[config.mk]
export PLATFORM = sky130hd
export DESIGN_NAME = page_region_splitter_flat
export DESIGN_NICKNAME = d
export VERILOG_FILES = /design/src/rtl/prs_pkg.sv /design/src/rtl/prs_region_if.sv /design/src/rtl/prs_batch_if.sv /design/src/rtl/page_region_splitter.sv /design/src/rtl/prs_adder.sv /design/src/flat_wrapper.sv
export SDC_FILE = /design/constraint.sdc
export NUM_CORES = 1
export LEC_CHECK = 0
export ABC_AREA = 1
export ABC_CLOCK_PERIOD_IN_PS = 14900
export CAP_MARGIN = 10
export CORE_MARGIN = 2
export CORE_UTILIZATION = 61
export CTS_BUF_LIST = sky130_fd_sc_hd__clkbuf_16
export CTS_CLUSTER_DIAMETER = 150
export CTS_CLUSTER_SIZE = 28
export DETAILED_ROUTE_END_ITERATION = 6
export DONT_BUFFER_PORTS = 1
export GPL_TIMING_DRIVEN = 0
export PLACE_DENSITY = 0.77
export SYNTH_ARGS = -nofsm -noshare
export SYNTH_HDL_FRONTEND = slang
export SYNTH_SLANG_ARGS = --single-unit
[constraint.sdc]
create_clock -name clk -period 14.9 [get_ports clk]
set_input_delay 1.49 -clock clk [delete_from_list [all_inputs] [get_ports clk]]
set_output_delay 1.49 -clock clk [all_outputs]
set_load 0.05 [all_outputs]
[src/rtl/prs_pkg.sv]
`timescale 1ns / 1ps
// ----------------------------------------------------------------------------
// Page region splitter package
// Payload types, page size codes and address constants shared by the
// channel interfaces and the splitter logic.
// ----------------------------------------------------------------------------
package prs_pkg;

    localparam int PHYS_ADDR_BITS = 52;
    localparam int LENGTH_BITS    = 48;
    // The rounded length can reach 2^LENGTH_BITS, so it needs one more bit.
    localparam int LEFT_W         = LENGTH_BITS + 1;
    localparam int ADD_W          = 64;
    localparam int COUNT_W        = 19;
    localparam int MAX_BATCHES    = 5;
    localparam int BATCH_IDX_W    = $clog2(MAX_BATCHES);

    localparam int SHIFT_4K = 12;
    localparam int SHIFT_2M = 21;
    localparam int SHIFT_1G = 30;

    localparam logic [ADD_W-1:0] PAGE_4K = ADD_W'(1) << SHIFT_4K;
    localparam logic [ADD_W-1:0] PAGE_2M = ADD_W'(1) << SHIFT_2M;
    localparam logic [ADD_W-1:0] PAGE_1G = ADD_W'(1) << SHIFT_1G;

    typedef enum logic [1:0] {
        SIZE_4K = 2'd0,
        SIZE_2M = 2'd1,
        SIZE_1G = 2'd2
    } page_size_t;

    typedef struct packed {
        logic [63:0]               start_virt;
        logic [PHYS_ADDR_BITS-1:0] start_phys;
        logic [LENGTH_BITS-1:0]    region_length;
        logic [3:0]                access_flags;
        logic [2:0]                cache_mode;
    } region_t;

    typedef struct packed {
        logic [63:0]               batch_virt;
        logic [PHYS_ADDR_BITS-1:0] batch_phys;
        logic [COUNT_W-1:0]        page_count;
        logic [1:0]                page_size_code;
        logic [3:0]                batch_flags;
        logic [2:0]                batch_cache;
        logic                      last_batch;
    } batch_t;

endpackage

[src/rtl/prs_region_if.sv]
`timescale 1ns / 1ps
// ----------------------------------------------------------------------------
// Region channel
// Valid/ready channel that carries one memory region per beat.
// ----------------------------------------------------------------------------
interface prs_region_if;

    logic              valid;
    logic              ready;
    prs_pkg::region_t  data;

    modport source (output valid, output data, input ready);
    modport sink   (input valid, input data, output ready);

endinterface

[src/rtl/prs_batch_if.sv]
`timescale 1ns / 1ps
// ----------------------------------------------------------------------------
// Batch channel
// Valid/ready channel that carries one batch of equal pages per beat.
// ----------------------------------------------------------------------------
interface prs_batch_if;

    logic             valid;
    logic             ready;
    prs_pkg::batch_t  data;

    modport source (output valid, output data, input ready);
    modport sink   (input valid, input data, output ready);

endinterface

[src/rtl/page_region_splitter.sv]
`timescale 1ns / 1ps
// ----------------------------------------------------------------------------
// Page region splitter
// Splits one region into up to five batches of equal 4 KiB, 2 MiB or 1 GiB
// pages, chosen greedily from the physical alignment.
// ----------------------------------------------------------------------------
// A region beat is taken only while the splitter is idle. A rounding step
// first rounds the length up to 4 KiB; each batch then passes through five
// steps (size choice, output load, then length, physical and virtual update
// through the single shared 64-bit adder). The input stays closed until the
// last batch of a region has been through these steps, and the output load
// waits while the previous batch beat has not been taken. A zero-length region
// yields no batch and returns the splitter to idle after the rounding step.
// Batch beats sit in an output register, so the next region may start while
// the final batch still waits.
module page_region_splitter (
    input  logic              clk,
    input  logic              rst_n,
    prs_region_if.sink        region,
    prs_batch_if.source       batch
);

    localparam int LW = prs_pkg::LEFT_W;
    localparam int PW = prs_pkg::PHYS_ADDR_BITS;
    localparam int AW = prs_pkg::ADD_W;

    typedef enum logic [6:0] {
        ST_IDLE  = 7'b0000001,
        ST_ROUND = 7'b0000010,
        ST_PICK  = 7'b0000100,
        ST_EMIT  = 7'b0001000,
        ST_LEFT  = 7'b0010000,
        ST_PHYS  = 7'b0100000,
        ST_VIRT  = 7'b1000000
    } state_t;

    state_t                              state_reg, state_next;
    logic [prs_pkg::BATCH_IDX_W-1:0]     idx_reg, idx_next;
    logic                                out_valid_reg, out_valid_next;

    logic [63:0]                         virt_reg;
    logic [PW-1:0]                       phys_reg;
    logic [LW-1:0]                       left_reg;
    logic [LW-1:0]                       span_reg;
    logic [prs_pkg::COUNT_W-1:0]         count_reg;
    logic [1:0]                          code_reg;
    logic [3:0]                          flags_reg;
    logic [2:0]                          cache_reg;
    prs_pkg::batch_t                     out_data_reg;

    logic [AW-1:0]                       add_a, add_b, add_sum;
    logic                                add_cin;

    logic                                accept;
    logic                                load_out;
    logic                                is_last;
    logic [LW-1:0]                       left_rounded;

    logic [29:0]                         off_1g;
    logic [20:0]                         off_2m;
    logic [30:0]                         span_to_1g;
    logic [21:0]                         span_to_2m;
    logic [LW-1:0]                       clamp_2m, clamp_4k;
    logic                                fit_1g, fit_2m;
    logic [AW-1:0]                       cnt_1g, cnt_2m, cnt_4k;
    logic [LW-1:0]                       span_pick;
    logic [prs_pkg::COUNT_W-1:0]         count_pick;
    logic [1:0]                          code_pick;

    prs_adder u_adder (
        .op_a     (add_a),
        .op_b     (add_b),
        .carry_in (add_cin),
        .sum      (add_sum)
    );

    assign accept       = region.valid && region.ready;
    assign region.ready = (state_reg == ST_IDLE);
    assign batch.valid  = out_valid_reg;
    assign batch.data   = out_data_reg;

    assign load_out = (state_reg == ST_EMIT) && (!out_valid_reg || batch.ready);
    // A batch that advances nothing leaves the state as it was, so the
    // batch limit has to end the region as well.
    assign is_last  = (span_reg == left_reg)
                      || (idx_reg == prs_pkg::BATCH_IDX_W'(prs_pkg::MAX_BATCHES - 1));

    assign left_rounded = add_sum[LW-1:0] & ~LW'(prs_pkg::PAGE_4K - 1);

    // Adder operand selection.
    always_comb
    begin
        add_a   = '0;
        add_b   = '0;
        add_cin = 1'b0;
        unique case (state_reg)
            ST_ROUND:
            begin
                add_a = AW'(left_reg);
                add_b = prs_pkg::PAGE_4K - 1;
            end
            ST_LEFT:
            begin
                add_a   = AW'(left_reg);
                add_b   = ~AW'(span_reg);
                add_cin = 1'b1;
            end
            ST_PHYS:
            begin
                add_a = AW'(phys_reg);
                add_b = AW'(span_reg);
            end
            ST_VIRT:
            begin
                add_a = virt_reg;
                add_b = AW'(span_reg);
            end
            default:
            begin
                add_a   = '0;
                add_b   = '0;
                add_cin = 1'b0;
            end
        endcase
    end

    // Page size choice for the next batch.
    always_comb
    begin
        off_1g     = phys_reg[29:0];
        off_2m     = phys_reg[20:0];
        span_to_1g = 31'(prs_pkg::PAGE_1G) - 31'(off_1g);
        span_to_2m = 22'(prs_pkg::PAGE_2M) - 22'(off_2m);
        clamp_2m   = (LW'(span_to_1g) > left_reg) ? left_reg : LW'(span_to_1g);
        clamp_4k   = (LW'(span_to_2m) > left_reg) ? left_reg : LW'(span_to_2m);
        fit_1g     = (left_reg >= LW'(prs_pkg::PAGE_1G)) && (off_1g == '0);
        fit_2m     = (left_reg >= LW'(prs_pkg::PAGE_2M)) && (off_2m == '0);
        cnt_1g     = AW'(left_reg >> prs_pkg::SHIFT_1G);
        cnt_2m     = AW'(clamp_2m >> prs_pkg::SHIFT_2M);
        cnt_4k     = AW'(clamp_4k >> prs_pkg::SHIFT_4K);
        if (fit_1g)
        begin
            span_pick  = left_reg & ~LW'(prs_pkg::PAGE_1G - 1);
            count_pick = cnt_1g[prs_pkg::COUNT_W-1:0];
            code_pick  = prs_pkg::SIZE_1G;
        end
        else if (fit_2m)
        begin
            span_pick  = clamp_2m & ~LW'(prs_pkg::PAGE_2M - 1);
            count_pick = cnt_2m[prs_pkg::COUNT_W-1:0];
            code_pick  = prs_pkg::SIZE_2M;
        end
        else
        begin
            span_pick  = clamp_4k & ~LW'(prs_pkg::PAGE_4K - 1);
            count_pick = cnt_4k[prs_pkg::COUNT_W-1:0];
            code_pick  = prs_pkg::SIZE_4K;
        end
    end

    always_comb
    begin
        state_next     = state_reg;
        idx_next       = idx_reg;
        out_valid_next = out_valid_reg;
        if (batch.valid && batch.ready)
        begin
            out_valid_next = 1'b0;
        end
        if (load_out)
        begin
            out_valid_next = 1'b1;
        end
        unique case (state_reg)
            ST_IDLE:
            begin
                if (accept)
                begin
                    state_next = ST_ROUND;
                    idx_next   = '0;
                end
            end
            ST_ROUND:
            begin
                state_next = (left_rounded == '0) ? ST_IDLE : ST_PICK;
            end
            ST_PICK:
            begin
                state_next = ST_EMIT;
            end
            ST_EMIT:
            begin
                if (load_out)
                begin
                    state_next = ST_LEFT;
                end
            end
            ST_LEFT:
            begin
                state_next = ST_PHYS;
            end
            ST_PHYS:
            begin
                state_next = ST_VIRT;
            end
            ST_VIRT:
            begin
                if (out_data_reg.last_batch)
                begin
                    state_next = ST_IDLE;
                end
                else
                begin
                    state_next = ST_PICK;
                    idx_next   = idx_reg + 1'b1;
                end
            end
            default:
            begin
                state_next = ST_IDLE;
            end
        endcase
    end

    always_ff @(posedge clk or negedge rst_n)
    begin
        if (!rst_n)
        begin
            state_reg     <= ST_IDLE;
            idx_reg       <= '0;
            out_valid_reg <= 1'b0;
        end
        else
        begin
            state_reg     <= state_next;
            idx_reg       <= idx_next;
            out_valid_reg <= out_valid_next;
        end
    end

    always_ff @(posedge clk)
    begin
        if (accept)
        begin
            virt_reg  <= region.data.start_virt;
            phys_reg  <= region.data.start_phys;
            left_reg  <= LW'(region.data.region_length);
            flags_reg <= region.data.access_flags;
            cache_reg <= region.data.cache_mode;
        end
        if (state_reg == ST_ROUND)
        begin
            left_reg <= left_rounded;
        end
        if (state_reg == ST_PICK)
        begin
            span_reg  <= span_pick;
            count_reg <= count_pick;
            code_reg  <= code_pick;
        end
        if (state_reg == ST_LEFT)
        begin
            left_reg <= add_sum[LW-1:0];
        end
        if (state_reg == ST_PHYS)
        begin
            phys_reg <= add_sum[PW-1:0];
        end
        if (state_reg == ST_VIRT)
        begin
            virt_reg <= add_sum;
        end
        if (load_out)
        begin
            out_data_reg.batch_virt     <= virt_reg;
            out_data_reg.batch_phys     <= phys_reg;
            out_data_reg.page_count     <= count_reg;
            out_data_reg.page_size_code <= code_reg;
            out_data_reg.batch_flags    <= flags_reg;
            out_data_reg.batch_cache    <= cache_reg;
            out_data_reg.last_batch     <= is_last;
        end
    end

    // A waiting batch beat must hold the sequencer at the output load.
    a_emit_waits: assert property (@(posedge clk) disable iff (!rst_n)
        (state_reg == ST_EMIT && out_valid_reg && !batch.ready) |=> (state_reg == ST_EMIT))
        else $error("sequencer left the output load while a batch beat was pending");

    // The chosen span never exceeds what is left of the region.
    a_span_bounded: assert property (@(posedge clk) disable iff (!rst_n)
        (state_reg == ST_PICK) |=> (span_reg <= left_reg))
        else $error("batch span larger than remaining length");

    a_batch_limit: assert property (@(posedge clk) disable iff (!rst_n)
        idx_reg <= prs_pkg::BATCH_IDX_W'(prs_pkg::MAX_BATCHES - 1))
        else $error("batch index beyond the batch limit");

    a_state_onehot: assert property (@(posedge clk) disable iff (!rst_n)
        $onehot(state_reg))
        else $error("state register not one-hot");

endmodule

[src/rtl/prs_adder.sv]
`timescale 1ns / 1ps
// ----------------------------------------------------------------------------
// Shared adder
// One 64-bit adder with carry in, time-shared by the splitter sequencer for
// rounding, length subtraction and address advance.
// ----------------------------------------------------------------------------
module prs_adder (
    input  logic [prs_pkg::ADD_W-1:0] op_a,
    input  logic [prs_pkg::ADD_W-1:0] op_b,
    input  logic                      carry_in,
    output logic [prs_pkg::ADD_W-1:0] sum
);

    assign sum = op_a + op_b + prs_pkg::ADD_W'(carry_in);

endmodule
[src/flat_wrapper.sv]
// flat-port wrapper written by rule: the top's interface ports become plain ports
module page_region_splitter_flat 
  (clk, rst_n, region_valid, region_data, region_ready, batch_valid, batch_data, batch_ready);
  prs_region_if region_i ();
  prs_batch_if batch_i ();
  input  logic clk;
  input  logic rst_n;
  input wire logic [$bits(region_i.valid)-1:0] region_valid;
  input wire logic [$bits(region_i.data)-1:0] region_data;
  output wire logic [$bits(region_i.ready)-1:0] region_ready;
  output wire logic [$bits(batch_i.valid)-1:0] batch_valid;
  output wire logic [$bits(batch_i.data)-1:0] batch_data;
  input wire logic [$bits(batch_i.ready)-1:0] batch_ready;
  assign region_i.valid = region_valid;
  assign region_i.data = region_data;
  assign region_ready = region_i.ready;
  assign batch_valid = batch_i.valid;
  assign batch_data = batch_i.data;
  assign batch_i.ready = batch_ready;
  page_region_splitter u_core (.clk(clk), .rst_n(rst_n), .region(region_i), .batch(batch_i));
endmodule
======== Word-level counts from Yosys, hierarchy flattened ========
Cells that the tools add are included.
storage, ports and cells
  output and inout bits ................... 147
  bits in registers ....................... 398
  word-level logic and storage cells ...... 90
  bits of input ports ..................... 175
operators by class
  add/subtract/negate cells ............... 5
  mux-type cells .......................... 27
  bitwise gates (word level) .............. 1
  equality and inequality tests ........... 12
  reductions and logical operators ........ 21
  order comparisons ....................... 4
operators with widths
  kind                      count
  $pmux W64 S3              2
  $mux W49                  7
  $mux W64                  2
  $mux W52                  2
  $add A64 B1 Y64           1
  $add A64 B64 Y64          1
  $not A49 Y64              1
  $eq A49 B49 Y1            1
  $ge A49 B22 Y1 const B    1
  $ge A49 B31 Y1 const B    1
  $gt A22 B49 Y1            1
  $gt A31 B49 Y1            1
  $logic_not A49 Y1         1
  $pmux W7 S7               1
  $mux W19                  2
  $sub A31 B30 Y31 const A  1
  $logic_not A30 Y1         1
  $sub A22 B21 Y22 const A  1
  $logic_not A21 Y1         1
  $mux W7                   2
  $mux W3                   4
  $reduce_bool A2 Y1        4
  $eq A7 B1 Y1 const B      1
  $eq A7 B2 Y1 const B      1
  other kinds (18)          29

======== Logic depth before layout (Yosys ltp) ========
Gate-level depths: netlist (run 1).
  depth after elaboration ................. 8
  mapped depth ............................ 31
  depth with buffers taken out ............ 30

======== Cells and area by module ========
Synthesis (run 1) repeated with hierarchy kept, for this count alone.
unflattened totals
  cells, all modules ...................... 3119
  area, all modules ....................... 24438.4 um2
modules (own cells, without submodules)
  module                sequential area each (um2)  cells each  area an instance (um2)  times used
  page_region_splitter  11537.3                     1828        18472.7                 1
  prs_adder             0.0                         1291        5965.7                  1

======== Least setup slack after synthesis (run 1) ========
Ideal clock, no wire load.
  kind .................................... input port to flip-flop
  start ................................... input port batch_ready
  end ..................................... register u_core.out_data_reg, in the netlist u_core.batch.data[0], enable pin
  slack ................................... 6689 ps
  setup time .............................. 652 ps
  data required time ...................... 14248 ps
  stages .................................. 2
  buffers on the path ..................... 0
  arrival time ............................ 7560 ps
  path through ............................ nor2_1 -> nor2_1
between the ends
  word-level cells in the longest chain between the ends .. 2
ends and longest elaborated chain
  item                       line                        text
  start: declaration         flat_wrapper.sv:13          input wire logic [$bits(batch_i.ready)-1:0] batch_ready;
  $logic_or A1 B1 Y1         page_region_splitter.sv:82  assign load_out = (state_reg == ST_EMIT) && (!out_valid_reg || batch.ready);
  $logic_and A1 B1 Y1        page_region_splitter.sv:82
  named net u_core.load_out  page_region_splitter.sv:55  logic load_out;
  end: declaration           page_region_splitter.sv:49  prs_pkg::batch_t out_data_reg;
The timed path passes the listed nets, and every way through them passes these cells.
A chain may end at the register's enable or synchronous reset.

======== Worst setup path in the final report (run 1) ========
  start ................................... register u_core.state_reg[0]
  end ..................................... register u_core.state_reg[0]
between the ends
  word-level cells in the longest chain between the ends .. 8
  elaborated cells on any way between the ends .. 22
  those cells by class .................... 2 x add/sub; 9 x eq/ne; 5 x mux; 6 x reduce/logical
ends and longest elaborated chain
  item                                  line                                                     text
  start: declaration                    page_region_splitter.sv:37                               state_t state_reg, state_next;
  start signal: assignment              page_region_splitter.sv:235                              state_reg <= state_next;
  $eq A7 B5 Y1 (tied with other cells)  page_region_splitter.sv:96, page_region_splitter.sv:174
  $reduce_or A2 Y1 (no line)            n/a
  $pmux W64 S3                          page_region_splitter.sv:96                               unique case (state_reg)
  $add A64 B64 Y64                      prs_adder.sv:14                                          assign sum = op_a + op_b + prs_pkg::ADD_W'(carry_in);
  $add A64 B1 Y64                       prs_adder.sv:14
  $logic_not A49 Y1                     page_region_splitter.sv:185                              state_next = (left_rounded == '0) ? ST_IDLE : ST_PICK;
  $mux W3                               page_region_splitter.sv:185
  $pmux W7 S7                           page_region_splitter.sv:174                              unique case (state_reg)
Several ways; a longest one is shown, not always the timed one.

==> reports/qor.csv, run 1 <==
metric,value,unit
Worst Max-Slew Pin Slew,1.38,ns
pre-CTS WS,8.71,ns
DP Wirelength,65600,um
outcome,"complete, but fails checks",
Peak Freq,0.152,GHz
CP Max Fanout,10,
Mapped Area,22900,um2
WL final,81500,um
worst hold stages,0,
hold_buf cts,0,
family with the most delay on the worst path,buffers and inverters,
Pre-antenna DRT Iters,7,
"Arr. time, crit path",7.08,ns
vias in the first global route,19532,
min Tclk post-route,6.58,ns
top-count cell post-synth,nand2_1,
crit-path cells,nor2_1 > nand2_2 > nor2_4 > nor2_4 > buf_6 > clkbuf_1 > clkbuf_1 > o211ai_1 > ha_1 > a21oi_1 > inv_1 > a21oi_1 > nor2_1 > nor2_1 > o21ai_0 > a21oi_1 > nand2_1 > nand2_1 > nand2_1 > nor2_1 > nand3_1 > nor2_1 > nand4_1 > a21oi_1,
Num CTS Buffers,17,
Die Area,39100,um2
post-route setup slack,8.32,ns
gp weighted congestion,1.03,
static leakage,9.82,nW
total number of vias,20244,
HP Start,u_core.code_reg[1]$_SDFFCE_PP1P_,
GRT overflow,0,
CTS root buffer,clkbuf_16,
largest net degree at the start of global routing,42,
max reg flops,145,
final setup vio count,0,
CP bufs+invs,4,
clk_lat worst skew,0.56,ns
"Net Count, Synth",2912,
Async SR Flop Fraction,2.85,%
largest cells by area after synthesis,"edfxtp_1, nand2_1, inv_1",
layout cells sized above 1,6.32,%
cell accounting for the most synthesized area,edfxtp_1,
Post-synth EDFFs,375,
CTS tree,done,
Worst Path Required,15.39,ns
FF-to-FF setup slack,8.32,ns
Total GRT Usage,41.6,%
postcts setup bufs,0,
Starting Density,62.3,%
# nets final,2949,
Die W,198,um
clock-pin slew on the worst setup and hold paths,0.11,ns
peak supply drop,0.147,mV
WHS Endpoint,u_core.batch.data[9]$_DFFE_PP_,
post-cts gate resize count,0,
Crit Path Class,reg2reg,
clock sink count,386,
Max-cap violations,0,
power per cell area,133,nW/um2
H-tree levels,1,
drt wl/cell,25.8,um
first-pass GRT wire length,119000,um
initial drt markers,2604,
Die Height,198,um
"Slowest-stage cell, CP",clkbuf_1,
Setup crit start kind,flip-flop,
Final Hold Viols,0,
Unique masters post-synth,57,
Seq cells post-synth,386,
YS warnings,0,
CP Capture Type,flip-flop,
initial antenna violation count,1,
Slew HR,7.74,%
Critical Path Max Stage Delay,0.97,ns
Row Count,70,
Final Max Slew Viols,0,
skew final,0.0290,ns
synth cell count leaders,"nand2_1, edfxtp_1, inv_1",
final critical-path share of the clock period,44.2,%
core area,36800,um2
drt drc,1,
ys flop type,edfxtp_1,
sequential share of the synthesized area,50.4,%
FF-to-FF End,u_core.state_reg[0]$_DFFE_PN1P_,
port bufs,0,
Antenna Violating Nets Remaining,0,
Syn Inst Count,2649,
maximum clock path buffer count,3,
CP most frequent cell,nor2_1,
P&R area growth vs syn,5.66,%
Via-to-Cell Ratio,6.41,
Ports,322,
Avg Inst Size Synth,8.65,um2
depth of the worst register-to-register path,24,
setup tns final,0,ns
Worst Hold Class,reg2reg,
Synth top area share,49.2,%
r2r startpoint,u_core.state_reg[0]$_DFFE_PN1P_,
RSZ-0062 raised after global routing,false,
failing checks,design-rule violations,
-- cells by family after synthesis --
kind of cell	Yosys count	share of synthesized area, %
simple gates	1191	22.7
compound gates	502	12.4
buf+inv	410	6.92
flops	386	50.4
fa+ha+maj	88	4.81
xor+xnor	72	2.79
-- worst max-delay path by stage --
stage / from / endpoint / slack (ns) / cells past startpoint
after floorplan: batch_ready / u_core.batch.data[0]$_DFFE_PP_ / 6.69 / 2
after global placement: u_core.state_reg[5]$_DFFE_PN0P_ / u_core.state_reg[0]$_DFFE_PN1P_ / 4.06 / 6
after detailed placement: u_core.state_reg[0]$_DFFE_PN1P_ / u_core.state_reg[0]$_DFFE_PN1P_ / 8.71 / 24
after CTS: u_core.state_reg[0]$_DFFE_PN1P_ / u_core.state_reg[0]$_DFFE_PN1P_ / 8.67 / 24
after global routing: u_core.phys_reg[2]$_DFFE_PP_ / u_core.count_reg[9]$_DFFE_PP_ / 8.08 / 22
final: u_core.state_reg[0]$_DFFE_PN1P_ / u_core.state_reg[0]$_DFFE_PN1P_ / 8.32 / 24
-- worst reg2reg max path: stages, from the launching register on --
cell and delay, ns:
dfstp_2 0.56, nor2_1 0.06, nand2_2 0.18, nor2_4 0.10
nor2_4 0.32, buf_6 0.25, clkbuf_1 0.73, clkbuf_1 0.97
o211ai_1 0.34, ha_1 0.45, a21oi_1 0.30, inv_1 0.07
a21oi_1 0.22, nor2_1 0.07, nor2_1 0.21, o21ai_0 0.17
a21oi_1 0.30, nand2_1 0.12, nand2_1 0.07, nand2_1 0.10
nor2_1 0.13, nand3_1 0.09, nor2_1 0.33, nand4_1 0.18
a21oi_1 0.18
-- placed cells by master, fill, tap and decap left out, drive strengths merged, types with 6 or more instances in the layout --
| master | synthesis | final |
|---|---|---|
| a21oi | 146 | 146 |
| a22oi | 9 | 9 |
| a31oi | 8 | 8 |
| buf | 10 | 28 |
| clkbuf | 56 | 73 |
| dfrtp | 10 | 10 |
| edfxtp | 375 | 375 |
| ha | 88 | 88 |
| inv | 343 | 348 |
| nand2 | 680 | 680 |
| nand3 | 95 | 95 |
| nand3b | 17 | 17 |
| nand4 | 36 | 36 |
| nor2 | 307 | 307 |
| nor3 | 31 | 31 |
| nor4 | 21 | 21 |
| o211ai | 31 | 31 |
| o21a | 17 | 17 |
| o21ai | 246 | 246 |
| o221ai | 6 | 6 |
| o22ai | 8 | 8 |
| xnor2 | 32 | 32 |
| xor2 | 40 | 40 |
-- area by class of cell --
cell class / count / area (um2)
Clock inverter: 6 / 32.5
Inverter: 344 / 1290
Sequential cell: 386 / 11500
Buffer: 66 / 294
Antenna cell: 1 / 2.50
Clock buffer: 17 / 425
Fill cell: 2934 / 12600
Tap cell: 468 / 586
Multi-Input combinational cell: 1853 / 9820
Timing Repair Buffer: 18 / 219
-- through the flow --
step	power, mW	utilization, %	instance area (um2)	hold slack, ns	instances
global route	3.32	65.8	24200	0.436	3158
floorplan	2.23	-	22900	0.400	2649
CTS	3.17	65.8	24200	0.426	3157
finish	3.23	65.8	24200	0.424	3159
detailed placement	2.65	64.5	23700	0.405	3134
global placement	2.60	63.9	23500	0.401	3117
-- power by group --
group,switching (mW),internal [mW]
Combinational,0.774,0.281
Sequential,0.192,1.44
Clock,0.332,0.211
Total,1.30,1.93
-- metal layers --
metal  vias to the layer above  GRT usage, %  wire, um
met5                         -             0         0
met4                         0          20.0      4740
met3                       254          9.90     10200
met2                      1536          65.7     36600
met1                      9427          54.2     29900
li1                       9027             -         -
Note: power is estimated with default switching activity, not from simulation.
==> run 2: changes to the inputs <==
- ABC_AREA: 1 -> 0
- ABC_CLOCK_PERIOD_IN_PS: 14900 -> 6150
- clock period: 14.9 -> 6.15 ns (I/O delays scaled with it)
==> reports/qor.csv, run 2 <==
metric,value,unit
top-count cell post-synth,nand2_1,
CTS root buffer,clkbuf_16,
WL final,75800,um
Row Count,68,
"commonest non-fill, non-tap cell in the layout",nand2_1,
register area,11500,um2
total number of vias,17823,
Die Area,36700,um2
final setup vio count,0,
Critical Path Max Stage Delay,0.47,ns
min Tclk post-route,6.02,ns
Worst Max-Slew Pin Slew,1.15,ns
Async SR Flop Fraction,2.85,%
Fillers,2588,
Avg Inst Size Synth,10.4,um2
RSZ-0062 raised after global routing,false,
crit-path cells,or3_1 > buf_6 > nor2_4 > buf_6 > nand2_8 > inv_1 > buf_6 > buf_4 > a222oi_1 > inv_1 > ha_1 > clkbuf_1 > a21oi_2 > o21a_1 > o221ai_1 > a21o_1 > a211oi_1 > o21ai_2 > a221o_1 > a41oi_2 > o21ai_1 > a41oi_1 > xor2_1 > o21ai_0,
skew final,0.0566,ns
final critical-path share of the clock period,97.9,%
core area,34600,um2
Worst Hold Class,in2reg,
P&R area growth vs syn,8.05,%
Peak Freq,0.166,GHz
Seq cells post-synth,386,
Total GRT Usage,40.5,%
most frequent cells in the layout,"nand2_1, edfxtp_1, o21ai_0, inv_1, ha_1",
Pwr Total,7.27,mW
worst hold stages,0,
clock-pin slew on the worst setup and hold paths,0.12,ns
pre-CTS WS,-2.14,ns
"Slowest-stage cell, CP",dfrtp_1,
first-pass GRT wire length,108000,um
port bufs,0,
post-synthesis xor/xnor area fraction,5.02,%
Pre-antenna DRT Iters,7,
Comb power frac,28.3,%
post-route setup slack,0.127,ns
post-synthesis compound-gate area fraction,14.9,%
Starting Density,61.9,%
sequential power share,53.7,%
FF-to-FF setup slack,0.13,ns
max reg flops,145,
Antenna Violating Nets Remaining,0,
Setup crit start kind,flip-flop,
CP Max Fanout,12,
Hold WS,0.157,ns
"Arr. time, crit path",6.30,ns
largest net degree at the start of global routing,56,
Ports,322,
internal power,4.55,mW
Slew HR,23.4,%
post-synthesis adder-cell area fraction,5.13,%
Final Hold Viols,0,
cell accounting for the most synthesized area,edfxtp_1,
ys flop type,edfxtp_1,
Post-synth EDFFs,375,
vias in the first global route,16972,
CP most frequent cell,buf_6,
YS warnings,0,
final core occ,66.9,%
GRT overflow,0,
simple-gate share of the synthesized area,16.8,%
clock network power share,18.1,%
peak supply drop,0.267,mV
Mapped Area,21500,um2
gp weighted congestion,0.994,
Psw,2.72,mW
Synth top area share,52.5,%
Final Max Slew Viols,0,
maximum clock path buffer count,3,
sequential share of the synthesized area,53.8,%
"Net Count, Synth",2322,
Max-cap violations,0,
layout cells sized above 1,6.63,%
post-synthesis mux area share,0.939,%
multi-input combinational cell area,9550,um2
initial drt markers,2739,
Via-to-Cell Ratio,6.98,
H-tree levels,1,
Unique masters post-synth,84,
depth of the worst register-to-register path,24,
Num CTS Buffers,17,
CP Capture Type,flip-flop,
# nets final,2357,
Worst Path Required,6.43,ns
Ant. Diodes,0,
clk_lat worst skew,0.57,ns
Crit Path Class,reg2reg,
main combinational cell family by area after synthesis,simple AND/OR/NAND/NOR gates,
clock sink count,386,
outcome,"complete, but fails checks",
drt drc,3,
power per cell area,314,nW/um2
DP Wirelength,57000,um
drt wl/cell,29.7,um
largest cells by area after synthesis,"edfxtp_1, nand2_1, ha_1",
Die W,192,um
Switching Share,37.4,%
synth cell count leaders,"nand2_1, edfxtp_1, o21ai_0",
Die Height,192,um
failing checks,design-rule violations,
initial antenna violation count,2,
static leakage,9.07,nW
Syn Inst Count,2059,
CTS tree,done,
==> run 2: stage by stage <==
stage / TNS [ns] / area, um2 / std cells
3_3_place_gp: -202.99 / 22000 / 2514
2_1_floorplan: 0 / 21500 / 2059
6_report: 0 / 23200 / 2553
4_1_cts: 0 / 23000 / 2549
5_1_grt: 0 / 23200 / 2553
3_5_place_dp: -65.30 / 22300 / 2525
==> run 2: cell families (layout without fill, tap and decap cells) <==
family                     Yosys count  after routing
and+or+nand+nor                    766            766
AOI/OAI and AO/OA                  484            484
DFF                                386            386
buffers and inverters              192            231
xor gates and xnor gates           123            123
adders and majority gates           88             88
muxes                               20             20
==> run 2: layout make-up <==
type / count / share of cell area, %
Tap cell: 455 / 2.46
Inverter: 90 / 1.46
Timing Repair Buffer: 21 / 1.25
Clock buffer: 17 / 1.84
Sequential cell: 386 / 49.8
Multi-Input combinational cell: 1481 / 41.2
Clock inverter: 6 / 0.119
Buffer: 97 / 1.91
==> run 2: power groups by stage <==
stage / registers [mW] / clock network, mW / logic (mW)
global route: 3.93 / 1.37 / 2.16
CTS: 3.87 / 1.29 / 1.96
global placement: 3.97 / 0 / 1.76
detailed placement: 3.93 / 0 / 1.87
finish: 3.90 / 1.31 / 2.06
floorplan: 3.77 / 0 / 1.14
==> run 2: path summary, 6_finish.rpt <==
check / start / to
max: u_core.state_reg[3]$_DFFE_PN0P_ / u_core.virt_reg[61]$_DFFE_PP_
min: region_data[1] / u_core.cache_reg[1]$_DFFE_PP_
min in group asynchronous: rst_n / u_core.batch.valid$_DFFE_PN0P_
min reg2reg: u_core.cache_reg[0]$_DFFE_PP_ / u_core.batch.data[1]$_DFFE_PP_
max reg2reg: u_core.state_reg[3]$_DFFE_PN0P_ / u_core.virt_reg[61]$_DFFE_PP_
max in group asynchronous: rst_n / u_core.state_reg[0]$_DFFE_PN1P_
==> run 2: routing by layer <==
layer	part of all wire [%]	track usage [%]	vias up
li1	-	-	7641
met1	36	52.0	8553
met2	45	64.2	1393
met3	13	9.34	232
met4	6.0	20.8	4
met5	0.045	0	-
==> run 2: worst max-delay path, delay by kind of cell, from the launching register on <==
kind	cells	cell delay, ns
fa+ha+maj	1	0.22
buf+inv	7	1.25
simple gates	3	0.76
flops	1	0.47
xor+xnor	1	0.17
compound gates	12	2.83
==> run 2: timing repair <==
item | CTS | global route
setup buffers | 4 | 5
pin swaps | 6 | 13
hold buffers | 1 | 0
gates resized for setup | 55 | 55
endpoints found under the hold margin | 11 | 0
endpoints found under the setup margin | 129 | 23
